File: config.mk
export PLATFORM = sky130hd
export DESIGN_NAME = differential_steering_hysteresis_unit_flat
export DESIGN_NICKNAME = d
export VERILOG_FILES = /design/src/rtl/dsh_pkg.sv /design/src/rtl/dsh_in_if.sv /design/src/rtl/dsh_out_if.sv /design/src/rtl/dsh_seq.sv /design/src/rtl/dsh_dp.sv /design/src/rtl/differential_steering_hysteresis_unit.sv /design/src/flat_wrapper.sv
export SDC_FILE = /design/constraint.sdc
export NUM_CORES = 2
export LEC_CHECK = 0
export ABC_AREA = 1
export ABC_CLOCK_PERIOD_IN_PS = 19570
export BUFFER_PORTS_ARGS = -buffer_cell sky130_fd_sc_hd__buf_4
export CORE_ASPECT_RATIO = 0.9
export CORE_MARGIN = 2
export CORE_UTILIZATION = 62
export CTS_BUF_LIST = sky130_fd_sc_hd__clkbuf_8
export DETAILED_ROUTE_END_ITERATION = 12
export PLACE_DENSITY = 0.87
export SETUP_SLACK_MARGIN = 0.15
export SYNTH_ARGS = -nofsm -noshare
export SYNTH_HDL_FRONTEND = slang
export SYNTH_HIERARCHICAL = 1
export SYNTH_SLANG_ARGS = --single-unit
File: constraint.sdc
create_clock -name clk -period 19.57 [get_ports clk]
set_input_delay 1.957 -clock clk [delete_from_list [all_inputs] [get_ports clk]]
set_output_delay 1.957 -clock clk [all_outputs]
set_load 0.02 [all_outputs]
File: src/rtl/dsh_pkg.sv
// ----------------------------------------------------------------------------
// dsh_pkg: shared types, constants and microcode for the steering unit
// Holds the control word layout, the step program, the arctangent table and
// the fixed widths of the heading, angle and speed datapath.
// ----------------------------------------------------------------------------
package dsh_pkg;

  // field widths
  localparam int SPD_W      = 16;   // heading and wheel speed words, Q8.8
  localparam int CFG_W      = 15;   // widest configuration register
  localparam int CFG_IDX_W  = 2;
  localparam int ANGLE_W    = 15;   // thresholds and |angle|, Q2.13
  localparam int SPEED_W    = 14;   // max speed and base speed
  localparam int MODE_W     = 2;

  // internal datapath widths
  localparam int XY_W       = 28;   // cordic x / y, heading scaled by 256
  localparam int Z_W        = 34;   // angle accumulator, 2^-32 turn units
  localparam int AP_W       = Z_W + 17;
  localparam int ANG_RAW_W  = AP_W - 32;
  localparam int SQ_W       = 32;   // x^2 + y^2 and root remainder
  localparam int SPD_EXT_W  = 18;   // speed arithmetic before saturation
  localparam int TAB_IDX_W  = 5;
  localparam int TAB_LEN    = 24;

  // iteration counts
  localparam int SQRT_STEPS = 16;
  localparam int DIV_STEPS  = SPEED_W;

  // constants
  localparam int PI_Q13     = 25736;
  localparam int RAD_SCALE  = 51472;
  localparam int SPD_LIMIT  = 32767;

  // configuration register indexes
  localparam logic [CFG_IDX_W-1:0] REG_HARD_THR  = 2'd0;
  localparam logic [CFG_IDX_W-1:0] REG_RELAX_THR = 2'd1;
  localparam logic [CFG_IDX_W-1:0] REG_STRAIGHT  = 2'd2;
  localparam logic [CFG_IDX_W-1:0] REG_SPEED_CAP = 2'd3;

  // turn modes
  localparam logic [MODE_W-1:0] MODE_STRAIGHT = 2'd0;
  localparam logic [MODE_W-1:0] MODE_SOFT     = 2'd1;
  localparam logic [MODE_W-1:0] MODE_HARD     = 2'd2;
  localparam logic [MODE_W-1:0] MODE_RSVD     = 2'd3;

  typedef struct packed {
    logic [ANGLE_W-1:0] hard_thr;
    logic [ANGLE_W-1:0] relax_thr;
    logic [ANGLE_W-1:0] straight;
    logic [SPEED_W-1:0] speed_cap;
  } cfg_t;

  // datapath operations
  typedef enum logic [3:0] {
    OP_NOP,
    OP_LOAD,
    OP_PRE,
    OP_SQ,
    OP_ITER,
    OP_AMUL,
    OP_AFIN,
    OP_MODE,
    OP_PROD,
    OP_DIV,
    OP_EMIT
  } op_t;

  // sequencer conditions
  typedef enum logic [2:0] {
    C_NEXT,         // go to pc + 1
    C_GOTO,         // go to target
    C_IF_NOT_SOFT,  // go to target when mode is not soft, else pc + 1
    C_HOLD_IN,      // stay until an input word arrives, then target
    C_HOLD_LOOP,    // stay until the loop count is done, then target
    C_HOLD_OUT      // stay until the output register is free, then target
  } cond_t;

  typedef enum logic {
    LIM_MAIN,
    LIM_DIV
  } lim_t;

  localparam int PC_W = 4;
  typedef logic [PC_W-1:0] pc_t;

  localparam pc_t P_WAIT = 4'd0;
  localparam pc_t P_PRE  = 4'd1;
  localparam pc_t P_SQ   = 4'd2;
  localparam pc_t P_LOOP = 4'd3;
  localparam pc_t P_AMUL = 4'd4;
  localparam pc_t P_AFIN = 4'd5;
  localparam pc_t P_MODE = 4'd6;
  localparam pc_t P_PROD = 4'd7;
  localparam pc_t P_DIV  = 4'd8;
  localparam pc_t P_EMIT = 4'd9;

  typedef struct packed {
    logic  accept;
    op_t   op;
    cond_t cond;
    lim_t  lim;
    pc_t   target;
  } uword_t;

  typedef struct packed {
    op_t                  op;
    logic [TAB_IDX_W-1:0] iter;
  } ctrl_t;

  typedef struct packed {
    logic is_soft;
    logic out_free;
  } stat_t;

  // step program
  function automatic uword_t ucode(input pc_t pc);
    uword_t w;
    w = '{accept: 1'b0, op: OP_NOP, cond: C_GOTO, lim: LIM_MAIN, target: P_WAIT};
    case (pc)
      P_WAIT: w = '{1'b1, OP_LOAD, C_HOLD_IN,     LIM_MAIN, P_PRE};
      P_PRE:  w = '{1'b0, OP_PRE,  C_NEXT,        LIM_MAIN, P_WAIT};
      P_SQ:   w = '{1'b0, OP_SQ,   C_NEXT,        LIM_MAIN, P_WAIT};
      P_LOOP: w = '{1'b0, OP_ITER, C_HOLD_LOOP,   LIM_MAIN, P_AMUL};
      P_AMUL: w = '{1'b0, OP_AMUL, C_NEXT,        LIM_MAIN, P_WAIT};
      P_AFIN: w = '{1'b0, OP_AFIN, C_NEXT,        LIM_MAIN, P_WAIT};
      P_MODE: w = '{1'b0, OP_MODE, C_NEXT,        LIM_MAIN, P_WAIT};
      P_PROD: w = '{1'b0, OP_PROD, C_IF_NOT_SOFT, LIM_MAIN, P_EMIT};
      P_DIV:  w = '{1'b0, OP_DIV,  C_HOLD_LOOP,   LIM_DIV,  P_EMIT};
      P_EMIT: w = '{1'b0, OP_EMIT, C_HOLD_OUT,    LIM_MAIN, P_WAIT};
      default: w = '{1'b0, OP_NOP, C_GOTO,        LIM_MAIN, P_WAIT};
    endcase
    return w;
  endfunction

  // arctangent of 2^-i in 2^-32 turn units
  function automatic logic signed [Z_W-1:0] atan_lut(input logic [TAB_IDX_W-1:0] idx);
    logic signed [Z_W-1:0] v;
    case (idx)
      5'd0:  v = 34'sd536870912;
      5'd1:  v = 34'sd316933406;
      5'd2:  v = 34'sd167458907;
      5'd3:  v = 34'sd85004756;
      5'd4:  v = 34'sd42667331;
      5'd5:  v = 34'sd21354465;
      5'd6:  v = 34'sd10679838;
      5'd7:  v = 34'sd5340245;
      5'd8:  v = 34'sd2670163;
      5'd9:  v = 34'sd1335087;
      5'd10: v = 34'sd667544;
      5'd11: v = 34'sd333772;
      5'd12: v = 34'sd166886;
      5'd13: v = 34'sd83443;
      5'd14: v = 34'sd41722;
      5'd15: v = 34'sd20861;
      5'd16: v = 34'sd10430;
      5'd17: v = 34'sd5215;
      5'd18: v = 34'sd2608;
      5'd19: v = 34'sd1304;
      5'd20: v = 34'sd652;
      5'd21: v = 34'sd326;
      5'd22: v = 34'sd163;
      5'd23: v = 34'sd81;
      default: v = '0;
    endcase
    return v;
  endfunction

endpackage

File: src/rtl/dsh_in_if.sv
// ----------------------------------------------------------------------------
// dsh_in_if: heading input channel
// Valid/ready channel carrying one heading vector word.
// ----------------------------------------------------------------------------
interface dsh_in_if import dsh_pkg::*; ();
  logic                    valid;
  logic                    ready;
  logic signed [SPD_W-1:0] heading_x;
  logic signed [SPD_W-1:0] heading_y;

  modport source (output valid, heading_x, heading_y, input ready);
  modport sink   (input valid, heading_x, heading_y, output ready);
endinterface

File: src/rtl/dsh_out_if.sv
// ----------------------------------------------------------------------------
// dsh_out_if: wheel speed result channel
// Valid/ready channel carrying both wheel speeds and the turn mode.
// ----------------------------------------------------------------------------
interface dsh_out_if import dsh_pkg::*; ();
  logic                    valid;
  logic                    ready;
  logic signed [SPD_W-1:0] left_speed;
  logic signed [SPD_W-1:0] right_speed;
  logic [MODE_W-1:0]       turn_mode;

  modport source (output valid, left_speed, right_speed, turn_mode, input ready);
  modport sink   (input valid, left_speed, right_speed, turn_mode, output ready);
endinterface

File: src/rtl/dsh_seq.sv
// ----------------------------------------------------------------------------
// dsh_seq: microcode sequencer
// Program counter over the step table, loop counter and branch decisions.
// ----------------------------------------------------------------------------
module dsh_seq import dsh_pkg::*; #(
  parameter int CORDIC_STEPS = 16
) (
  input  logic  clk,
  input  logic  rst_n,
  input  logic  in_valid,
  input  stat_t stat,
  output logic  in_ready,
  output ctrl_t ctrl
);

  localparam int LOOP_N = (CORDIC_STEPS > SQRT_STEPS) ? CORDIC_STEPS : SQRT_STEPS;
  localparam int ITER_W = $clog2(LOOP_N);

  pc_t               pc_r, pc_nxt;
  logic [ITER_W-1:0] iter_r, iter_nxt;
  logic [ITER_W-1:0] lim;
  logic              loop_done;
  uword_t            w;

  // current control word
  assign w        = ucode(pc_r);
  assign in_ready = w.accept;
  assign ctrl.op   = w.op;
  assign ctrl.iter = TAB_IDX_W'(iter_r);

  // loop bound of this step
  always_comb begin
    unique case (w.lim)
      LIM_MAIN: lim = ITER_W'(LOOP_N - 1);
      LIM_DIV:  lim = ITER_W'(DIV_STEPS - 1);
    endcase
  end

  assign loop_done = (iter_r == lim);

  // next step and loop count
  always_comb begin
    pc_nxt   = pc_r + pc_t'(1);
    iter_nxt = '0;
    case (w.cond)
      C_NEXT:        pc_nxt = pc_r + pc_t'(1);
      C_GOTO:        pc_nxt = w.target;
      C_IF_NOT_SOFT: if (!stat.is_soft) begin
                       pc_nxt = w.target;
                     end
      C_HOLD_IN:     pc_nxt = in_valid ? w.target : pc_r;
      C_HOLD_LOOP:   if (loop_done) begin
                       pc_nxt = w.target;
                     end else begin
                       pc_nxt   = pc_r;
                       iter_nxt = iter_r + ITER_W'(1);
                     end
      C_HOLD_OUT:    pc_nxt = stat.out_free ? w.target : pc_r;
      default:       pc_nxt = P_WAIT;
    endcase
  end

  always_ff @(posedge clk) begin
    if (!rst_n) begin
      pc_r   <= P_WAIT;
      iter_r <= '0;
    end else begin
      pc_r   <= pc_nxt;
      iter_r <= iter_nxt;
    end
  end

endmodule

File: src/rtl/dsh_dp.sv
// ----------------------------------------------------------------------------
// dsh_dp: steering datapath
// Cordic vectoring, bit-serial root, turn mode update, restoring divider and
// the output register, each driven by the operation of the current step.
// ----------------------------------------------------------------------------
module dsh_dp import dsh_pkg::*; #(
  parameter int CORDIC_STEPS = 16
) (
  input  logic                    clk,
  input  logic                    rst_n,
  input  ctrl_t                   ctrl,
  input  cfg_t                    cfg,
  input  logic signed [SPD_W-1:0] in_heading_x,
  input  logic signed [SPD_W-1:0] in_heading_y,
  input  logic                    out_ready,
  output logic                    out_valid,
  output logic signed [SPD_W-1:0] out_left_speed,
  output logic signed [SPD_W-1:0] out_right_speed,
  output logic [MODE_W-1:0]       out_turn_mode,
  output stat_t                   stat
);

  localparam logic signed [Z_W-1:0]  Z_QUARTER = Z_W'(64'sd1 <<< 30);
  localparam logic signed [AP_W-1:0] RND_HALF  = AP_W'(64'sd1 <<< 31);
  localparam logic [SQ_W-1:0]        SQ_TOP    = SQ_W'(64'd1 << 30);

  // operand registers
  logic signed [SPD_W-1:0]     hx_r, hy_r;
  logic                        zero_r;
  logic signed [XY_W-1:0]      x_r, y_r;
  logic signed [Z_W-1:0]       z_r;
  logic [SQ_W-1:0]             sq_r, res_r, sqbit_r;
  logic signed [AP_W-1:0]      aprod_r;
  logic signed [SPD_W-1:0]     a_r;
  logic [ANGLE_W-1:0]          absa_r;
  logic [SPEED_W-1:0]          base_r;
  logic [ANGLE_W-1:0]          num_r;
  logic [ANGLE_W:0]            rem_r;
  logic [DIV_STEPS-1:0]        quo_r;
  logic [MODE_W-1:0]           mode_r, mode_nxt;
  logic                        out_valid_r;
  logic signed [SPD_W-1:0]     left_r, right_r;
  logic [MODE_W-1:0]           mode_out_r;

  // combinational helpers
  logic signed [SPD_W-1:0]     mop;
  logic signed [2*SPD_W-1:0]   msq;
  logic signed [XY_W-1:0]      xs, ys, dx, dy;
  logic signed [Z_W-1:0]       atan_v;
  logic [SQ_W-1:0]             sq_try;
  logic                        cordic_on, sqrt_on;
  logic signed [AP_W-1:0]      ang_rnd;
  logic signed [ANG_RAW_W-1:0] ang_raw;
  logic signed [SPD_W-1:0]     ang_clamp;
  logic [SPD_W-1:0]            len;
  logic [2*SPEED_W:0]          dvd;
  logic [ANGLE_W:0]            div_try;
  logic                        div_ge;
  logic signed [SPD_EXT_W-1:0] base_s, max_s, s1, s2;
  logic                        out_free, emit;

  function automatic logic signed [SPD_W-1:0] sat16(input logic signed [SPD_EXT_W-1:0] v);
    logic signed [SPD_W-1:0] r;
    if (v > SPD_EXT_W'(SPD_LIMIT)) begin
      r = SPD_W'(SPD_LIMIT);
    end else if (v < -SPD_EXT_W'(SPD_LIMIT)) begin
      r = -SPD_W'(SPD_LIMIT);
    end else begin
      r = v[SPD_W-1:0];
    end
    return r;
  endfunction

  // shared squaring multiplier
  assign mop = (ctrl.op == OP_SQ) ? hy_r : hx_r;
  assign msq = mop * mop;

  // heading scaled by 256, sign kept
  assign xs = XY_W'($signed({hx_r, 8'b0}));
  assign ys = XY_W'($signed({hy_r, 8'b0}));

  // cordic micro-rotation and root step enables
  assign cordic_on = {1'b0, ctrl.iter} < (TAB_IDX_W + 1)'(CORDIC_STEPS);
  assign sqrt_on   = {1'b0, ctrl.iter} < (TAB_IDX_W + 1)'(SQRT_STEPS);
  assign dx        = y_r >>> ctrl.iter;
  assign dy        = x_r >>> ctrl.iter;
  assign atan_v    = atan_lut(ctrl.iter);
  assign sq_try    = res_r + sqbit_r;

  // angle rounding and clamp to +-pi
  assign ang_rnd = aprod_r + RND_HALF;
  assign ang_raw = ang_rnd[AP_W-1:32];
  always_comb begin
    if (ang_raw > ANG_RAW_W'(PI_Q13)) begin
      ang_clamp = SPD_W'(PI_Q13);
    end else if (ang_raw < -ANG_RAW_W'(PI_Q13)) begin
      ang_clamp = -SPD_W'(PI_Q13);
    end else begin
      ang_clamp = ang_raw[SPD_W-1:0];
    end
  end

  // turn mode update, hard then soft then straight
  always_comb begin
    mode_nxt = (mode_r == MODE_RSVD) ? MODE_STRAIGHT : mode_r;
    if (mode_nxt == MODE_HARD && absa_r <= cfg.relax_thr) begin
      mode_nxt = MODE_SOFT;
    end
    if (mode_nxt == MODE_SOFT) begin
      if (absa_r > cfg.hard_thr) begin
        mode_nxt = MODE_HARD;
      end else if (absa_r <= cfg.straight) begin
        mode_nxt = MODE_STRAIGHT;
      end
    end
    if (mode_nxt == MODE_STRAIGHT) begin
      if (absa_r > cfg.hard_thr) begin
        mode_nxt = MODE_HARD;
      end else if (absa_r > cfg.straight) begin
        mode_nxt = MODE_SOFT;
      end
    end
  end

  // root result and soft-turn dividend
  assign len = res_r[SPD_W-1:0];
  assign dvd = base_r * num_r;

  // restoring divide step by hard turn angle
  assign div_try = {rem_r[ANGLE_W-1:0], quo_r[DIV_STEPS-1]};
  assign div_ge  = div_try >= {1'b0, cfg.hard_thr};

  // wheel speeds before saturation
  assign base_s = SPD_EXT_W'(base_r);
  assign max_s  = SPD_EXT_W'(cfg.speed_cap);
  always_comb begin
    unique case (mode_r)
      MODE_SOFT: begin
        s1 = (cfg.hard_thr == '0) ? '0 : SPD_EXT_W'(quo_r);
        s2 = (base_s <<< 1) - s1;
      end
      MODE_HARD: begin
        s1 = -max_s;
        s2 = max_s;
      end
      MODE_STRAIGHT, MODE_RSVD: begin
        s1 = base_s;
        s2 = base_s;
      end
    endcase
  end

  assign out_free = !out_valid_r || out_ready;
  assign emit     = (ctrl.op == OP_EMIT) && out_free;

  // datapath registers
  always_ff @(posedge clk) begin
    unique case (ctrl.op)
      OP_LOAD: begin
        hx_r <= in_heading_x;
        hy_r <= in_heading_y;
      end
      OP_PRE: begin
        zero_r  <= (hx_r == '0) && (hy_r == '0);
        sq_r    <= SQ_W'(msq);
        res_r   <= '0;
        sqbit_r <= SQ_TOP;
        if (hx_r < 0) begin
          if (hy_r >= 0) begin
            x_r <= ys;
            y_r <= -xs;
            z_r <= Z_QUARTER;
          end else begin
            x_r <= -ys;
            y_r <= xs;
            z_r <= -Z_QUARTER;
          end
        end else begin
          x_r <= xs;
          y_r <= ys;
          z_r <= '0;
        end
      end
      OP_SQ: begin
        sq_r <= sq_r + SQ_W'(msq);
      end
      OP_ITER: begin
        if (cordic_on) begin
          if (!y_r[XY_W-1]) begin
            x_r <= x_r + dx;
            y_r <= y_r - dy;
            z_r <= z_r + atan_v;
          end else begin
            x_r <= x_r - dx;
            y_r <= y_r + dy;
            z_r <= z_r - atan_v;
          end
        end
        if (sqrt_on) begin
          if (sq_r >= sq_try) begin
            sq_r  <= sq_r - sq_try;
            res_r <= (res_r >> 1) + sqbit_r;
          end else begin
            res_r <= res_r >> 1;
          end
          sqbit_r <= sqbit_r >> 2;
        end
      end
      OP_AMUL: begin
        aprod_r <= z_r * 17'(RAD_SCALE);
      end
      OP_AFIN: begin
        a_r    <= zero_r ? '0 : ang_clamp;
        absa_r <= zero_r ? '0 :
                  (ang_clamp < 0) ? ANGLE_W'(-ang_clamp) : ANGLE_W'(ang_clamp);
      end
      OP_MODE: begin
        base_r <= (len < SPD_W'(cfg.speed_cap)) ? SPEED_W'(len) : cfg.speed_cap;
        num_r  <= (cfg.hard_thr > absa_r) ? cfg.hard_thr - absa_r : '0;
      end
      OP_PROD: begin
        rem_r <= {1'b0, dvd[2*SPEED_W:DIV_STEPS]};
        quo_r <= dvd[DIV_STEPS-1:0];
      end
      OP_DIV: begin
        rem_r <= div_ge ? div_try - {1'b0, cfg.hard_thr} : div_try;
        quo_r <= {quo_r[DIV_STEPS-2:0], div_ge};
      end
      OP_EMIT: begin
        if (emit) begin
          left_r     <= (a_r > 0) ? sat16(s1) : sat16(s2);
          right_r    <= (a_r > 0) ? sat16(s2) : sat16(s1);
          mode_out_r <= mode_r;
        end
      end
      OP_NOP: begin
      end
      default: begin
      end
    endcase
  end

  // turn mode state and output word valid
  always_ff @(posedge clk) begin
    if (!rst_n) begin
      mode_r      <= MODE_STRAIGHT;
      out_valid_r <= 1'b0;
    end else begin
      if (ctrl.op == OP_MODE) begin
        mode_r <= mode_nxt;
      end
      if (emit) begin
        out_valid_r <= 1'b1;
      end else if (out_ready) begin
        out_valid_r <= 1'b0;
      end
    end
  end

  assign out_valid       = out_valid_r;
  assign out_left_speed  = left_r;
  assign out_right_speed = right_r;
  assign out_turn_mode   = mode_out_r;
  assign stat.is_soft    = (mode_r == MODE_SOFT);
  assign stat.out_free   = out_free;

endmodule

File: src/rtl/differential_steering_hysteresis_unit.sv
// ----------------------------------------------------------------------------
// differential_steering_hysteresis_unit: heading to wheel speeds
// Heading angle and length, hysteretic turn mode and differential wheel speeds,
// run as a short microcoded program over one shared datapath.
// ----------------------------------------------------------------------------
// the cordic rotation and the root run in one shared loop; soft turns add the 14-step
//   restoring divider before the output word is written
// one heading is taken at a time; the next is accepted only after the last word is emitted
// a finished word waits in the output register while the next heading is taken
// reset: synchronous, active low; turn mode to straight, configuration to defaults, out valid low
module differential_steering_hysteresis_unit import dsh_pkg::*; #(
  parameter int CORDIC_STEPS = 16
) (
  input  logic                 clk,
  input  logic                 rst_n,
  dsh_in_if.sink               in_if,
  dsh_out_if.source            out_if,
  input  logic                 cfg_we,
  input  logic [CFG_IDX_W-1:0] cfg_idx,
  input  logic [CFG_W-1:0]     cfg_wdata
);

  cfg_t  cfg_r;
  ctrl_t ctrl;
  stat_t stat;

  // configuration registers
  always_ff @(posedge clk) begin
    if (!rst_n) begin
      cfg_r.hard_thr  <= ANGLE_W'(12868);
      cfg_r.relax_thr <= ANGLE_W'(10008);
      cfg_r.straight  <= ANGLE_W'(1430);
      cfg_r.speed_cap <= SPEED_W'(2560);
    end else if (cfg_we) begin
      unique case (cfg_idx)
        REG_HARD_THR:  cfg_r.hard_thr  <= cfg_wdata[ANGLE_W-1:0];
        REG_RELAX_THR: cfg_r.relax_thr <= cfg_wdata[ANGLE_W-1:0];
        REG_STRAIGHT:  cfg_r.straight  <= cfg_wdata[ANGLE_W-1:0];
        REG_SPEED_CAP: cfg_r.speed_cap <= cfg_wdata[SPEED_W-1:0];
      endcase
    end
  end

  // step sequencer
  dsh_seq #(
    .CORDIC_STEPS (CORDIC_STEPS)
  ) u_seq (
    .clk      (clk),
    .rst_n    (rst_n),
    .in_valid (in_if.valid),
    .stat     (stat),
    .in_ready (in_if.ready),
    .ctrl     (ctrl)
  );

  // datapath and output register
  dsh_dp #(
    .CORDIC_STEPS (CORDIC_STEPS)
  ) u_dp (
    .clk             (clk),
    .rst_n           (rst_n),
    .ctrl            (ctrl),
    .cfg             (cfg_r),
    .in_heading_x    (in_if.heading_x),
    .in_heading_y    (in_if.heading_y),
    .out_ready       (out_if.ready),
    .out_valid       (out_if.valid),
    .out_left_speed  (out_if.left_speed),
    .out_right_speed (out_if.right_speed),
    .out_turn_mode   (out_if.turn_mode),
    .stat            (stat)
  );

endmodule

File: src/flat_wrapper.sv
// flat-port wrapper written by rule: the top's interface ports become plain ports
module differential_steering_hysteresis_unit_flat import dsh_pkg::*;
#(
  parameter int CORDIC_STEPS = 16
)
  (clk, rst_n, cfg_we, cfg_idx, cfg_wdata, in_if_valid, in_if_heading_x, in_if_heading_y, in_if_ready, out_if_valid, out_if_left_speed, out_if_right_speed, out_if_turn_mode, out_if_ready);
  dsh_in_if in_if_i ();
  dsh_out_if out_if_i ();
  input  logic clk;
  input  logic rst_n;
  input  logic cfg_we;
  input  logic [CFG_IDX_W-1:0] cfg_idx;
  input  logic [CFG_W-1:0] cfg_wdata;
  input wire logic [$bits(in_if_i.valid)-1:0] in_if_valid;
  input wire logic [$bits(in_if_i.heading_x)-1:0] in_if_heading_x;
  input wire logic [$bits(in_if_i.heading_y)-1:0] in_if_heading_y;
  output wire logic [$bits(in_if_i.ready)-1:0] in_if_ready;
  output wire logic [$bits(out_if_i.valid)-1:0] out_if_valid;
  output wire logic [$bits(out_if_i.left_speed)-1:0] out_if_left_speed;
  output wire logic [$bits(out_if_i.right_speed)-1:0] out_if_right_speed;
  output wire logic [$bits(out_if_i.turn_mode)-1:0] out_if_turn_mode;
  input wire logic [$bits(out_if_i.ready)-1:0] out_if_ready;
  assign in_if_i.valid = in_if_valid;
  assign in_if_i.heading_x = in_if_heading_x;
  assign in_if_i.heading_y = in_if_heading_y;
  assign in_if_ready = in_if_i.ready;
  assign out_if_valid = out_if_i.valid;
  assign out_if_left_speed = out_if_i.left_speed;
  assign out_if_right_speed = out_if_i.right_speed;
  assign out_if_turn_mode = out_if_i.turn_mode;
  assign out_if_i.ready = out_if_ready;
  differential_steering_hysteresis_unit #(.CORDIC_STEPS(CORDIC_STEPS)) u_core (.clk(clk), .rst_n(rst_n), .in_if(in_if_i), .out_if(out_if_i), .cfg_we(cfg_we), .cfg_idx(cfg_idx), .cfg_wdata(cfg_wdata));
endmodule
==> summary.md <==
| Metric | Value |
|---|---|
| Crit path DAT | `11.13 ns` |
| Fin Hold WS | `0.4676 ns` |
| Post-route core utilization | `65.98%` |
| Initial core utilization | `62.44%` |
| Startpoint Class | `flip-flop` |
| Hold buffer count at cts | `0` |
| Total CTS buffers | `82` |
| Final nets | `9,040` |
| Final hold violations | `0` |
| Async SR Flop Fraction | `0%` |
| Detailed Routing Iterations Pass 1 | `7` |
| Final HPWL from detailed placement | `131,800 um` |
| Primary FF master, synth | `edfxtp_1` |
| Antenna Nets Post-Route | `0` |
| Clock buffer depth | `3` |
| DR iter-0 viols | `5,384` |
| Largest net degree at the start of global routing | `82` |
| CTS Root Cell | `clkbuf_8` |
| Synth top area share | `17.56%` |
| Post-synth EDFFs | `345` |
| Seq/Total Area, Yosys | `20.34%` |
| Mapped cell area | `59,010 um2` |
| # DRC | `0` |
| Setup bufs post-CTS | `0` |
| Cell area after placement | `60,550 um2` |
| Vias per cell | `5.898` |
| GPL Wtd Cong | `1.001` |
| H-tree depth | `3` |
| Area leader, netlist | `edfxtp_1` |
| FF+latch count, synth | `427` |
| Crit-path max FO | `35` |
| Routed len/inst | `18.13 um` |
| Clock sink count | `427` |
| CP max stage delay | `0.65 ns` |
| Worst Path Required | `20.03 ns` |
| Total GRT Usage | `34.22%` |
| Fin crit period | `10.67 ns` |
| Setup CP Type | `reg -> reg` |
| Synthesized net count | `9,058` |
| Vias in the first global route | `53,150` |
| Setup TNS | `0 ns` |
| Initial antenna violation count | `1` |
| Slowest-stage cell, CP | `o21ai_1` |
| IO buf count | `89` |
| Die Y | `296.7 um` |
| Clock Latency Late Sink | `0.75 ns` |
| Hold Crit Class | `reg -> reg` |
| CTS resizes | `0` |
| Cell Rows | `107` |
| Worst setup EP type | `flip-flop` |
| Share of cells above drive strength 1 | `5.317%` |
| Layout area overhead | `5.680%` |
| Top cells by area, synth | `edfxtp_1 (18%), fa_1 (16%), ha_1 (13%)` |
| Vias | `54,450` |
| Worst-Margin Slew | `1.206 ns` |
| Rel. slew slack | `19.44%` |
| Die X | `329.2 um` |
| Max-cap viol count | `0` |
| Post-Synthesis Cells | `7,924` |
| Avg Cell Area, Syn | `7.448 um2` |
| First-pass GRT wire length | `269,100 um` |
| Core Box Area | `94,520 um2` |
| Worst-path clk slew | `0.06 ns` |
| Clock skew | `0.06528 ns` |
| Fmax | `0.09372 GHz` |
| Warnings, synthesis | `6` |
| Status | `completed` |
| DIE AREA | `97,670 um2` |
| Fin crit share | `54.52%` |
| Count of unique library cells instantiated by Yosys | `77` |
| RSZ-0062 raised after global routing | `no` |
| Total gr overflow | `0` |
| Aggregate routed wire length | `167,400 um` |
| Final instance area | `62,370 um2` |
| I/O pins | `90` |
| Pins Over Slew Limit | `0` |
| Setup-failing EPs final | `0` |
| CTS tree | `yes` |
[path summary, 6_finish.rpt]
check | from | endpoint | slack [ns] | cells past startpoint
worst max-delay path | u_core/u_seq/w[9] | u_core/u_dp/sq_r[30] | 8.90 | 36
worst min-delay path | u_core/cfg_r[18] | u_core/cfg_r[18] | 0.47 | 2
worst max register to register | u_core/u_seq/w[9] | u_core/u_dp/sq_r[30] | 8.90 | 36
worst min register to register | u_core/cfg_r[18] | u_core/cfg_r[18] | 0.47 | 2
[routing by layer]
metal / GRT usage (%) / part of all wire (%) / vias up
li1: - / - / 25720
met1: 45.52 / 41 / 25500
met2: 55.94 / 45 / 2711
met3: 5.361 / 9.2 / 512
met4: 13.99 / 4.3 / 0
met5: 0 / 0 / -
[cell type report]
type / count / area (um2)
clock buffers: 93 / 1280
diodes: 3 / 7.507
inverters: 1414 / 5315
repair buffers: 126 / 945.9
fillers: 7961 / 32150
flip-flops and latches: 427 / 12010
clock inverters: 60 / 530.5
well taps: 1253 / 1568
multi-input cells: 5855 / 40710
[cells in the final DEF, fill, tap and decap left out, drive strengths merged, types with 4 or more instances in the layout]
cell,instances
clkbuf,93
a21o,24
a31oi,28
a22oi,5
clkinv,30
inv,1433
nor4,29
edfxtp,345
a21oi,567
o31ai,18
buf,126
bufinv,9
dfxtp,82
o2111ai,5
a22o,4
nand3,302
a31o,4
or2,40
o22ai,16
xor2,168
o211ai,60
nand2,1767
a211oi,9
o21bai,32
a221oi,12
ha,594
nor2,685
nand3b,7
xnor2,112
o21a,37
o21ai,601
o221ai,39
nand4,75
a21boi,15
mux2i,9
nor3,75
fa,486
[metrics by stage]
stage	setup WS (ns)	cells
after floorplan	7.611	7924
after CTS	9.045	9228
final	8.900	9231
after detailed placement	9.072	9075
after global routing	8.060	9229
after global placement	9.473	9075
[cell families (layout without fill, tap and decap cells)]
kind of cell | after synthesis | in the layout | share of synthesized area [%]
buffers and inverters | 1642 | 1693 | 10.79
flip-flops | 427 | 427 | 20.34
other | 1 | 4 | 0.006354
AO/OA/AOI/OAI | 1497 | 1497 | 14.32
adder cells (fa/ha/maj) | 1080 | 1080 | 29.08
XOR/XNOR | 280 | 280 | 4.156
AND/OR/NAND/NOR | 2988 | 2988 | 21.16
multiplexers | 9 | 9 | 0.1527
[synth_stat cells, drive strengths merged, types with 37 or more instances]
cell    number
ha         594
dfxtp       82
nand4       75
or2         40
o221ai      39
o21ai      601
nor2       685
clkbuf     153
o21a        37
a21oi      567
fa         486
nand3      302
nand2     1767
nor3        75
inv       1406
buf         75
o211ai      60
edfxtp     345
xnor2      112
xor2       168
[sequential cells by signal (all words and copies together), names as in the netlist, 15 cells and up]
register and flops:
u_core/u_dp/num_r 15, u_core/u_dp/x_r 28, u_core/u_dp/out_left_speed 16, u_core/u_dp/hx_r 16, u_core/u_dp/rem_r 15, u_core/cfg_r 59
u_core/u_dp/y_r 28, u_core/u_dp/res_r 32, u_core/u_dp/a_r 16, u_core/u_dp/sqbit_r 16, u_core/u_dp/aprod_r 20, u_core/u_dp/sq_r 32
u_core/u_dp/out_right_speed 16, u_core/u_dp/z_r 34, u_core/u_dp/hy_r 16
[worst max-delay path: cells and delay by family, from the launching register on]
kind                     cells  cell delay (ns)
buffers and inverters        8             1.66
flip-flops                   1             0.44
AND/OR/NAND/NOR              9             1.49
AO/OA/AOI/OAI               10             2.89
XOR/XNOR                     1             0.13
adder cells (fa/ha/maj)      8             3.80
Power is left out: the tool's default activity adds up to more than one toggle a clock period on the data nets, which glitch-free logic cannot reach.
